<file path="src/rtl/assert_macros.svh">
// Assertion macros shared by the date adder RTL.
// Expects clk and rst_n in the scope of each use.
`ifndef ASSERT_MACROS_SVH
`define ASSERT_MACROS_SVH

// Check a property on the rising edge, off while in reset.
`define WDDA_ASSERT(lbl, prop, msg) \
  lbl: assert property (@(posedge clk) disable iff (!rst_n) (prop)) else $error(msg);

// Check that a condition implies a consequence in the same cycle.
`define WDDA_ASSERT_IMPL(lbl, cond, cons, msg) \
  `WDDA_ASSERT(lbl, (cond) |-> (cons), msg)

`endif

</file>
<file path="src/rtl/wdda_pkg.sv">
// Types, constants and calendar tables for the working-day date adder.
// No dependencies.
package wdda_pkg;

  localparam int REM_W = 14;

  localparam logic [13:0] YEAR_MIN = 14'd1;
  localparam logic [13:0] YEAR_MAX = 14'd9999;
  localparam logic [3:0]  MONTH_FEB = 4'd2;
  localparam logic [3:0]  MONTH_DEC = 4'd12;
  localparam logic [6:0]  CENT_LAST = 7'd99;
  localparam logic [6:0]  MASK_ALL = 7'h7f;
  localparam logic [6:0]  MASK_RESET = 7'd96;
  localparam logic [2:0]  WD_SAT = 3'd6;

  localparam logic [REM_W-1:0] DIV_400 = 14'd400;
  localparam logic [REM_W-1:0] DIV_100 = 14'd100;
  localparam logic [REM_W-1:0] DIV_4 = 14'd4;
  localparam logic [REM_W-1:0] DIV_7 = 14'd7;

  typedef struct packed {
    logic [13:0] year;
    logic [3:0]  month;
    logic [4:0]  day;
    logic [6:0]  c100;
    logic [1:0]  c400;
  } wdda_date_t;

  typedef struct packed {
    wdda_date_t next;
    logic [4:0] mlen;
    logic       overflow;
  } wdda_step_t;

  function automatic logic [4:0] month_days(input logic [3:0] m);
    logic [4:0] len;
    unique case (m)
      4'd2: len = 5'd28;
      4'd4, 4'd6, 4'd9, 4'd11: len = 5'd30;
      default: len = 5'd31;
    endcase
    return len;
  endfunction

  // Month term of the weekday formula, reduced mod 7.
  function automatic logic [2:0] month_offset(input logic [3:0] m);
    logic [2:0] off;
    unique case (m)
      4'd2, 4'd6: off = 3'd3;
      4'd3, 4'd11: off = 3'd2;
      4'd4, 4'd7: off = 3'd5;
      4'd8: off = 3'd1;
      4'd9, 4'd12: off = 3'd4;
      4'd10: off = 3'd6;
      default: off = 3'd0;
    endcase
    return off;
  endfunction

endpackage

</file>
<file path="src/rtl/wdda_div_unit.sv">
// Shared compare-and-subtract unit of the date adder sequencer.
// Depends on wdda_pkg.
module wdda_div_unit
  import wdda_pkg::*;
(
  input  logic [REM_W-1:0] rem,
  input  logic [REM_W-1:0] divisor,
  output logic [REM_W-1:0] diff,
  output logic             ge
);

  assign ge   = (rem >= divisor);
  assign diff = rem - divisor;

endmodule

</file>
<file path="src/rtl/wdda_cal_step.sv">
// Next-calendar-day logic: month length, leap year and year rollover.
// Depends on wdda_pkg.
module wdda_cal_step
  import wdda_pkg::*;
(
  input  wdda_date_t cur,
  output wdda_step_t step
);

  logic leap;
  logic [4:0] mlen;

  always_comb begin
    leap = ((cur.year[1:0] == 2'd0) && (cur.c100 != 7'd0)) ||
           ((cur.c100 == 7'd0) && (cur.c400 == 2'd0));
    if (cur.month == MONTH_FEB) begin
      mlen = leap ? 5'd29 : 5'd28;
    end else begin
      mlen = month_days(cur.month);
    end
  end

  always_comb begin
    step.next     = cur;
    step.mlen     = mlen;
    step.overflow = 1'b0;
    if (cur.day >= mlen) begin
      step.next.day = 5'd1;
      if (cur.month >= MONTH_DEC) begin
        if (cur.year >= YEAR_MAX) begin
          step.next     = cur;
          step.overflow = 1'b1;
        end else begin
          step.next.year  = cur.year + 14'd1;
          step.next.month = 4'd1;
          if (cur.c100 == CENT_LAST) begin
            step.next.c100 = 7'd0;
            step.next.c400 = cur.c400 + 2'd1;
          end else begin
            step.next.c100 = cur.c100 + 7'd1;
          end
        end
      end else begin
        step.next.month = cur.month + 4'd1;
      end
    end else begin
      step.next.day = cur.day + 5'd1;
    end
  end

endmodule

</file>
<file path="src/rtl/working_day_date_adder_core.sv">
// Working-day date adder: top level with sequencer, registers and handshakes.
// Depends on wdda_pkg, wdda_div_unit, wdda_cal_step and assert_macros.svh.
//
// One transaction at a time: after acceptance the block finds the start weekday
// by repeated compare-and-subtract on one shared unit (400-, 100- and 4-year
// steps, a fix-up step, then mod-7 steps), then walks one calendar day per cycle
// until the working days are used up. The result is held in an output register;
// the next transaction may be accepted while it waits. A weekend mask with all
// seven days set counts every day as a working day. Walking past 31 Dec 9999
// stops there and raises year_overflow.
`include "assert_macros.svh"

module working_day_date_adder_core
  import wdda_pkg::*;
#(
  parameter int MAX_WORK_DAYS = 4095
)(
  input  logic        clk,
  input  logic        rst_n,
  input  logic        cfg_valid,
  output logic        cfg_ready,
  input  logic [6:0]  cfg_weekend_mask,
  input  logic        in_valid,
  output logic        in_ready,
  input  logic [13:0] in_start_year,
  input  logic [3:0]  in_start_month,
  input  logic [4:0]  in_start_day,
  input  logic [11:0] in_work_days,
  output logic        out_valid,
  input  logic        out_ready,
  output logic [13:0] out_end_year,
  output logic [3:0]  out_end_month,
  output logic [4:0]  out_end_day,
  output logic [2:0]  out_end_weekday,
  output logic        out_year_overflow
);

  localparam int LW = $clog2(MAX_WORK_DAYS + 1);

  typedef enum logic [6:0] {
    ST_IDLE = 7'b0000001,
    ST_Q400 = 7'b0000010,
    ST_Q100 = 7'b0000100,
    ST_Q4   = 7'b0001000,
    ST_FIX  = 7'b0010000,
    ST_MOD7 = 7'b0100000,
    ST_WALK = 7'b1000000
  } state_t;

  state_t            state_r, state_nxt;
  wdda_date_t        date_r, date_nxt;
  logic [REM_W-1:0]  rem_r, rem_nxt;
  logic [2:0]        acc_r, acc_nxt;
  logic [2:0]        wd_r, wd_nxt;
  logic [LW-1:0]     left_r, left_nxt;
  logic [6:0]        mask_r, mask_nxt;
  logic [6:0]        cfg_mask_r;
  logic              adj_r, adj_nxt;

  logic              out_valid_r, out_valid_nxt;
  logic [13:0]       out_year_r;
  logic [3:0]        out_month_r;
  logic [4:0]        out_day_r;
  logic [2:0]        out_wd_r;
  logic              out_ovf_r;
  logic              load_out;
  logic              load_ovf;

  logic [REM_W-1:0]  divisor;
  logic [REM_W-1:0]  diff;
  logic              ge;
  wdda_step_t        step;

  logic [13:0]       y_cl;
  logic [3:0]        m_cl;
  logic [31:0]       left_cl;
  logic [4:0]        d_fix;
  logic              can_out;

  wdda_div_unit u_div (
    .rem     (rem_r),
    .divisor (divisor),
    .diff    (diff),
    .ge      (ge)
  );

  wdda_cal_step u_step (
    .cur  (date_r),
    .step (step)
  );

  function automatic logic [2:0] add5_mod7(input logic [2:0] v);
    return (v >= 3'd2) ? v - 3'd2 : v + 3'd5;
  endfunction

  assign cfg_ready = 1'b1;
  assign in_ready  = (state_r == ST_IDLE);
  assign can_out   = !out_valid_r || out_ready;

  always_comb begin
    unique case (state_r)
      ST_Q400: divisor = DIV_400;
      ST_Q100: divisor = DIV_100;
      ST_Q4:   divisor = DIV_4;
      ST_MOD7: divisor = DIV_7;
      default: divisor = '0;
    endcase
  end

  always_comb begin
    y_cl = in_start_year;
    if (in_start_year < YEAR_MIN) y_cl = YEAR_MIN;
    if (in_start_year > YEAR_MAX) y_cl = YEAR_MAX;
    m_cl = in_start_month;
    if (in_start_month < 4'd1) m_cl = 4'd1;
    if (in_start_month > MONTH_DEC) m_cl = MONTH_DEC;
    left_cl = {20'd0, in_work_days};
    if (left_cl > 32'(MAX_WORK_DAYS)) left_cl = 32'(MAX_WORK_DAYS);
    d_fix = (date_r.day > step.mlen) ? step.mlen : date_r.day;
  end

  always_comb begin
    state_nxt = state_r;
    date_nxt  = date_r;
    rem_nxt   = rem_r;
    acc_nxt   = acc_r;
    wd_nxt    = wd_r;
    left_nxt  = left_r;
    mask_nxt  = mask_r;
    adj_nxt   = adj_r;
    load_out  = 1'b0;
    load_ovf  = 1'b0;
    unique case (state_r)
      ST_IDLE: begin
        if (in_valid) begin
          date_nxt.year  = y_cl;
          date_nxt.month = m_cl;
          date_nxt.day   = (in_start_day == 5'd0) ? 5'd1 : in_start_day;
          date_nxt.c100  = 7'd0;
          date_nxt.c400  = 2'd0;
          adj_nxt        = (m_cl <= MONTH_FEB);
          rem_nxt        = y_cl - {13'd0, (m_cl <= MONTH_FEB)};
          acc_nxt        = 3'd0;
          left_nxt       = LW'(left_cl);
          mask_nxt       = (cfg_mask_r == MASK_ALL) ? 7'd0 : cfg_mask_r;
          state_nxt      = ST_Q400;
        end
      end
      ST_Q400: begin
        if (ge) begin
          rem_nxt = diff;
        end else begin
          state_nxt = ST_Q100;
        end
      end
      ST_Q100: begin
        if (ge) begin
          rem_nxt       = diff;
          date_nxt.c400 = date_r.c400 + 2'd1;
          acc_nxt       = add5_mod7(acc_r);
        end else begin
          if (adj_r && (rem_r[6:0] == CENT_LAST)) begin
            date_nxt.c100 = 7'd0;
            date_nxt.c400 = date_r.c400 + 2'd1;
          end else begin
            date_nxt.c100 = rem_r[6:0] + {6'd0, adj_r};
          end
          state_nxt = ST_Q4;
        end
      end
      ST_Q4: begin
        if (ge) begin
          rem_nxt = diff;
          acc_nxt = add5_mod7(acc_r);
        end else begin
          state_nxt = ST_FIX;
        end
      end
      ST_FIX: begin
        date_nxt.day = d_fix;
        rem_nxt = REM_W'(acc_r) + REM_W'(rem_r[1:0]) + REM_W'(d_fix) +
                  REM_W'(month_offset(date_r.month));
        state_nxt = ST_MOD7;
      end
      ST_MOD7: begin
        if (ge) begin
          rem_nxt = diff;
        end else begin
          wd_nxt    = rem_r[2:0];
          state_nxt = ST_WALK;
        end
      end
      ST_WALK: begin
        if ((left_r == '0) || step.overflow) begin
          if (can_out) begin
            load_out  = 1'b1;
            load_ovf  = (left_r != '0);
            state_nxt = ST_IDLE;
          end
        end else begin
          if (!mask_r[wd_r]) left_nxt = left_r - LW'(1);
          date_nxt = step.next;
          wd_nxt   = (wd_r == WD_SAT) ? 3'd0 : wd_r + 3'd1;
        end
      end
      default: state_nxt = ST_IDLE;
    endcase
  end

  always_comb begin
    out_valid_nxt = out_valid_r;
    if (out_valid_r && out_ready) out_valid_nxt = 1'b0;
    if (load_out) out_valid_nxt = 1'b1;
  end

  always_ff @(posedge clk) begin
    if (!rst_n) begin
      state_r     <= ST_IDLE;
      out_valid_r <= 1'b0;
      cfg_mask_r  <= MASK_RESET;
    end else begin
      state_r     <= state_nxt;
      out_valid_r <= out_valid_nxt;
      if (cfg_valid && cfg_ready) cfg_mask_r <= cfg_weekend_mask;
    end
  end

  always_ff @(posedge clk) begin
    date_r <= date_nxt;
    rem_r  <= rem_nxt;
    acc_r  <= acc_nxt;
    wd_r   <= wd_nxt;
    left_r <= left_nxt;
    mask_r <= mask_nxt;
    adj_r  <= adj_nxt;
    if (load_out) begin
      out_year_r  <= date_r.year;
      out_month_r <= date_r.month;
      out_day_r   <= date_r.day;
      out_wd_r    <= wd_r;
      out_ovf_r   <= load_ovf;
    end
  end

  assign out_valid         = out_valid_r;
  assign out_end_year      = out_year_r;
  assign out_end_month     = out_month_r;
  assign out_end_day       = out_day_r;
  assign out_end_weekday   = out_wd_r;
  assign out_year_overflow = out_ovf_r;

  `WDDA_ASSERT_IMPL(a_ovf_date, out_valid_r && out_ovf_r, (out_year_r == YEAR_MAX) && (out_month_r == MONTH_DEC) && (out_day_r == 5'd31) && (out_wd_r == 3'd5), "overflow result is not Friday 31 Dec 9999")
  `WDDA_ASSERT_IMPL(a_walk_day, state_r == ST_WALK, (date_r.day >= 5'd1) && (date_r.day <= step.mlen) && (wd_r <= WD_SAT) && (date_r.c100 <= CENT_LAST), "walk date out of range")
  `WDDA_ASSERT(a_load_slot, load_out |-> (!out_valid_r || out_ready), "result loaded over an untaken result")

endmodule

</file>
<file path="config.mk">
export PLATFORM = sky130hd
export DESIGN_NAME = working_day_date_adder_core
export DESIGN_NICKNAME = d
export VERILOG_FILES = /design/src/rtl/wdda_pkg.sv /design/src/rtl/wdda_div_unit.sv /design/src/rtl/wdda_cal_step.sv /design/src/rtl/working_day_date_adder_core.sv
export VERILOG_INCLUDE_DIRS = /design/src /design/src/rtl
export SDC_FILE = /design/constraint.sdc
export NUM_CORES = 1
export LEC_CHECK = 0
export BUFFER_PORTS_ARGS = -buffer_cell sky130_fd_sc_hd__buf_2
export CAP_MARGIN = 40
export CORE_UTILIZATION = 60
export CTS_CLUSTER_SIZE = 14
export DETAILED_ROUTE_END_ITERATION = 10
export PLACE_DENSITY = 0.91
export SKIP_CTS_REPAIR_TIMING = 1
export SYNTH_ARGS = -nofsm -noshare
export SYNTH_HDL_FRONTEND = slang
export SYNTH_SLANG_ARGS = --single-unit
</file>
<file path="constraint.sdc">
create_clock -name clk -period 7.6 [get_ports clk]
set_clock_uncertainty 0.15 [all_clocks]
set_input_delay 0.76 -clock clk [delete_from_list [all_inputs] [get_ports clk]]
set_output_delay 0.76 -clock clk [all_outputs]
set_load 0.005 [all_outputs]
</file>
# == Yosys cells after proc, flatten, opt, wreduce, memory -nomap -nowiden ==
# Memory sizes are Yosys's and may differ from the RTL's. A register that Yosys moved wholly into a read port is not among the register bits.
# Cells that the tools add are included.
# op_classes
addsub,15
n_lt_le_gt_ge,12
eq_ne,34
n_mux,65
reduce_logical,37
# ops
op,n
two-way mux 14 bit,6
two-way mux 7 bit,10
two-way mux 32 bit,2
case mux 7 bit (7 select lines),1
case mux 14 bit (3 select lines),1
two-way mux 12 bit,3
two-way mux 18 bit,2
case mux 18 bit (2 select lines),1
case mux 9 bit (4 select lines),1
equality test 7 bit (second input constant),4
case mux 9 bit (3 select lines),1
two-way mux 5 bit,5
case mux 12 bit (2 select lines),1
two-way mux 3 bit,7
!= test 2 bit (second input constant),10
two-way mux 9 bit,2
two-way mux 4 bit,4
case mux 5 bit (3 select lines),1
adder 14 x 1 -> 14 bit (second input constant),1
greater-or-equal comparator 14 bit (second input constant),1
greater-or-equal comparator 14 x 9 -> 1 bit,1
greater-than comparator 14 bit (second input constant),1
< comparator 14 x 1 -> 1 bit (second input constant),1
AND reduction 7 bit,2
58 further kinds,94
# word_totals
regBits,114
mem_bits_ro,48
in_bits,47
output_inout_bits,30
wordCells,183
mem_count,1
# mem_list
name,words,width,rd,rd_ports_with_merged_regs,write_ports,line_no,text
(name not given),16,3,1,1,0,wdda_pkg.sv:48,unique case (m)

# == Depth between registers and ports, before layout ==
# depth
word_depth,11
mapped_depth,23
mapped_depth_nobuf,23

# == Hierarchy ==
# From an unflattened synthesis, not the netlist that was laid out.
# hier_totals
cells_unflattened,820
hier_area_um2,7930.1
# by_module_without_submodules
module,n_inst,cells_per_inst,area_per_inst_um2,seq_area_each_um2
working_day_date_adder_core,1,567,6152.2,3333.2
wdda_cal_step,1,143,982.2,0.0
wdda_div_unit,1,110,795.8,0.0

# == Worst setup path before layout ==
# OpenSTA, ideal clock, no wires.
# synth_path
path_kind,register to register
start,reg date_r[6] (netlist bit)
end,"reg rem_r[5], data pin"
arrival_ns,4.033
required_ns,7.175
slack_ns,3.142
path_stages_with_launch,21
n_path_buf,0
cell_sequence,edfxtp_1 nor3_1 nand3_1 mux2i_1 a21oi_1 o32a_1 ha_1 a211o_1 nand2_1 o21ai_0 fa_1 inv_1 fa_1 inv_1 ha_1 inv_1 fa_1 inv_1 a21o_1 a21oi_1 o221ai_1
# synth_via
elab_chain_cells,10
elab_cells_between_ends,12
cone_classes,2 x add/sub; 1 x order compare; 4 x mux; 5 x reduce/logical
# synth_rtl
element,line_no,text
from (decl),working_day_date_adder_core.sv:51,"wdda_date_t date_r, date_nxt;"
from (signal assigned),working_day_date_adder_core.sv:229,date_r <= date_nxt;
nonzero test 7 bit / zero test 7 bit (equally long branches),"wdda_cal_step.sv:14, wdda_cal_step.sv:15",
logical AND 1 bit (on tied branches),"wdda_cal_step.sv:14, wdda_cal_step.sv:15",
logical OR 1 bit (*),wdda_cal_step.sv:14,leap = ((cur.year[1:0] == 2'd0) && (cur.c100 != 7'd0)) ||
two-way mux 1 bit (*),wdda_cal_step.sv:17,mlen = leap ? 5'd29 : 5'd28;
two-way mux 5 bit (*),wdda_cal_step.sv:16,if (cur.month == MONTH_FEB) begin
greater-than comparator 5 bit,working_day_date_adder_core.sv:119,d_fix = (date_r.day > step.mlen) ? step.mlen : date_r.day;
two-way mux 5 bit (*),working_day_date_adder_core.sv:119,
adder 4 x 5 -> 6 bit (*),working_day_date_adder_core.sv:181,rem_nxt = REM_W'(acc_r) + REM_W'(rem_r[1:0]) + REM_W'(d_fix) +
adder 6 x 3 -> 7 bit (*),working_day_date_adder_core.sv:181,
case mux 14 bit (3 select lines) (*),working_day_date_adder_core.sv:133,unique case (state_r)
named net rem_nxt[5],working_day_date_adder_core.sv:52,"logic [REM_W-1:0] rem_r, rem_nxt;"
to (signal assigned),working_day_date_adder_core.sv:230,rem_r <= rem_nxt;
to (decl),working_day_date_adder_core.sv:52,
# The timed path passes the listed nets; every way through them passes the cells marked *.
# A chain may end at the register's enable or synchronous reset.

# == Worst setup path in the final report ==
# layout_path
start,reg date_r[6] (netlist bit)
end,"reg rem_r[2], data pin"
# Same word-level chain as after synthesis.

==> flow_summary.yaml <==
status:
  status: "finished, violations left"
  violations: "DRC"
clocking:
  cts.sinks: 117
  cts_buffer_depth: 2
  numCtsBuffers: 17
  ctsHtreeMaxLevel: 4
  cts_tree: "yes"
  insertion_delay_ps: 420
  ctsRootBufferMaster: "clkbuf_16"
  clkTransAtPathRegs_ps: 60
sta:
  fin_crit_ps: 5330
  finalWorstSetupSlack_ps: 2270
  fin_hold_ws_ps: 388
  worst_pin_slew_ps: 766
  fin_setup_tns_ps: 0
  rsz0062_at_grt: "no"
  fmax_mhz: 188
  relSlewSlack_pct: 48.7
  hold_viol_final: 0
  min_period_over_period_pct: 70.2
  setup_viol: 0
  drv_slew: 0
placed_design:
  pre_cts_ws_ps: 2550
  placedInstanceArea_um2: 7690
  dp.cells: 913
  globalplace.congestion: 1.04
  portBuffers: 75
  post-dp-hpwl_um: 13300
detailed_routing:
  via_per_inst: 6.61
  vias: 6242
  detail-route-antenna-nets: 0
  routedWlPerCell_um: 20.8
  drc_errors: 7
  drt_iter0_drc: 1037
  first_pass_iters: 9
  drt_wl_total_um: 19700
critical_path:
  end_kind: "register"
  criticalPathCategory: "reg2reg"
  cp_data_required_time_ps: 7580
  cp-start-kind: "register"
  crit_fanout: 4
  worstPathArrival_ps: 5310
power_and_ir_drop:
  seqPwrFrac_pct: 40.7
  clock_power_share_pct: 38.5
  p_int_mw: 1.45
  p_switching_mw: 0.617
  powerDensity_nw_per_um2: 249
  peakVddDrop_mv: 0.157
  p_leak_nw: 3.27
  swShare_pct: 29.9
  comb_power_share_pct: 20.9
finish:
  syn_to_final_growth_pct: 14.5
  final_cells: 945
  drive_above_1_share_pct: 16.1
  num_antenna_cells: 0
  final_nets: 880
  stdcell_area_um2: 8280
min_path:
  hold_class: "reg2reg"
global_route:
  grt_pass1_vias: 6083
  antenna_found_initial: 0
  grt_max_degree: 44
  top_usage_layer: "met2"
  met2_usage_pct: 52.6
  met3_usage_pct: 8.38
  use_met1_pct: 38.6
  gr-usage-all-layers_pct: 32.2
  grt_pass1_wl_um: 31000
  overflow: 0
logic_synthesis:
  ys_types: 69
  synthesis.nets: 812
  synthArstFlopShare_pct: 0
  synth_ff_type: "edfxtp_1"
  synth.avg_cell_area_um2: 10.0
  yosysWarnings: 0
  synth_seq_cells: 117
  syn-cell-area_um2: 7230
  synth-edff-count: 99
  ys_seq_area_share_pct: 46.1
  synthCells: 721
floorplan:
  ios: 77
  die_h_um: 112
  die-width_um: 112
  coreArea_um2: 11600
  start_util_pct: 62.5
  num_rows: 39
  die-area_um2: 12500
job:
  drv_cap: 0
[cell usage after synthesis (2+ instances only)]
cell type | n | area share, %
o21ai_0 | 43 | 3.0
nand2_1 | 74 | 3.8
a221oi_1 | 2 | 0.24
o22ai_1 | 16 | 1.4
or4_1 | 3 | 0.31
or4b_2 | 2 | 0.28
xor2_1 | 30 | 3.6
nand4_1 | 8 | 0.69
ha_1 | 38 | 6.6
buf_4 | 2 | 0.21
nor3b_1 | 3 | 0.31
a21oi_1 | 31 | 2.1
dfxtp_1 | 18 | 5.0
a211o_1 | 4 | 0.48
nor3_1 | 17 | 1.2
edfxtp_1 | 99 | 41
mux2_2 | 2 | 0.31
inv_1 | 40 | 2.1
a21o_1 | 5 | 0.52
o221ai_1 | 6 | 0.73
xnor2_1 | 27 | 3.3
fa_1 | 6 | 1.7
nor4b_1 | 2 | 0.24
nor2b_1 | 27 | 2.3
nor4_1 | 11 | 0.95
a31oi_1 | 6 | 0.52
nand3_1 | 31 | 2.1
a211oi_1 | 3 | 0.31
mux2i_1 | 15 | 2.1
o21a_1 | 2 | 0.21
and2_1 | 4 | 0.35
nor2_1 | 59 | 3.1
mux2i_4 | 2 | 0.62
nand2b_1 | 6 | 0.52
or3_1 | 2 | 0.17
and3_1 | 7 | 0.61
clkbuf_1 | 26 | 1.3
a31o_2 | 2 | 0.24
o211ai_1 | 8 | 0.83
nand3b_1 | 3 | 0.31
[kinds of logic after synthesis]
group	Yosys count	share of synthesized area, %
AND/OR/NAND/NOR	267	18.7
AO/OA/AOI/OAI	142	12.4
flip-flops	117	46.1
buffers and inverters	71	3.91
XOR/XNOR	57	6.90
adder cells (fa/ha/maj)	44	8.24
multiplexers	22	3.69
other	1	0.0519
[stage by stage]
step                power, mW  util, %
finish                   2.06     71.6
global placement         1.21     66.5
CTS                      2.04     71.6
detailed placement       1.24     66.5
global route             2.13     71.6
floorplan                1.12        -
[critical path, cell delays in order, from the launching register on]
cell and delay (ps):
edfxtp_1 460, nor3_1 420, nand3_1 160, mux2i_1 280
a21oi_1 110, o32a_1 370, ha_1 310, a211o_1 340
o21ai_0 320, fa_1 480, inv_1 90, fa_1 430
inv_1 90, ha_1 180, inv_1 70, fa_1 490
o22a_1 160, o21ai_0 130
[flip-flops by register name (all words and copies together) (netlist names), named ones only]
| register | count |
|---|---|
| acc_r | 3 |
| mask_r | 7 |
| out_end_month | 4 |
| date_r | 32 |
| out_year_overflow | 1 |
| adj_r | 1 |
| out_end_day | 5 |
| state_r | 7 |
| out_valid | 1 |
| out_end_year | 14 |
| cfg_mask_r | 7 |
| out_end_weekday | 3 |
| left_r | 12 |
| rem_r | 14 |
| wd_r | 3 |
[cells in the final DEF, fill, tap and decap left out, types with 18 or more instances in the layout]
master and n:
edfxtp_1 99, buf_2 75, nand2_1 74, nor2_1 58
o21ai_0 43, inv_1 40, ha_1 38, nand3_1 31
a21oi_1 31, xor2_1 30, nor2b_1 27, xnor2_1 27
clkbuf_16 19, dfxtp_1 18
[per-layer routing]
| metal | routed length, um | up-vias |
|---|---|---|
| met5 | 0 | - |
| met4 | 1040 | 0 |
| met3 | 2170 | 111 |
| met2 | 9330 | 497 |
| met1 | 7120 | 2872 |
| li1 | - | 2762 |
[final cells by class]
type	instances	area [um^2]
Clock buffer	24	514
Timing Repair Buffer	80	413
Multi-Input combinational cell	533	3620
Fill cell	717	3290
Tap cell	143	179
Clock inverter	8	70.1
Inverter	40	150
Sequential cell	117	3330
[power by group through the flow]
| stage | logic, mW | registers (mW) | clock network (mW) |
|---|---|---|---|
| final | 0.431 | 0.839 | 0.794 |
| after global placement | 0.369 | 0.841 | 0 |
| after CTS | 0.417 | 0.835 | 0.788 |
| after global routing | 0.468 | 0.843 | 0.816 |
| after detailed placement | 0.396 | 0.846 | 0 |
| after floorplan | 0.300 | 0.818 | 0 |
[path summary, 6_finish.rpt]
kind              cells after the start        from              end  slack, ps
hold reg to reg                       0  date_r[21]  out_end_year[3]        390
setup / recovery                     17   date_r[6]         rem_r[2]       2270
setup reg to reg                     17   date_r[6]         rem_r[2]       2270
hold / removal                        0  date_r[21]  out_end_year[3]        390
No activity file was read; power rests on OpenSTA's default activity.
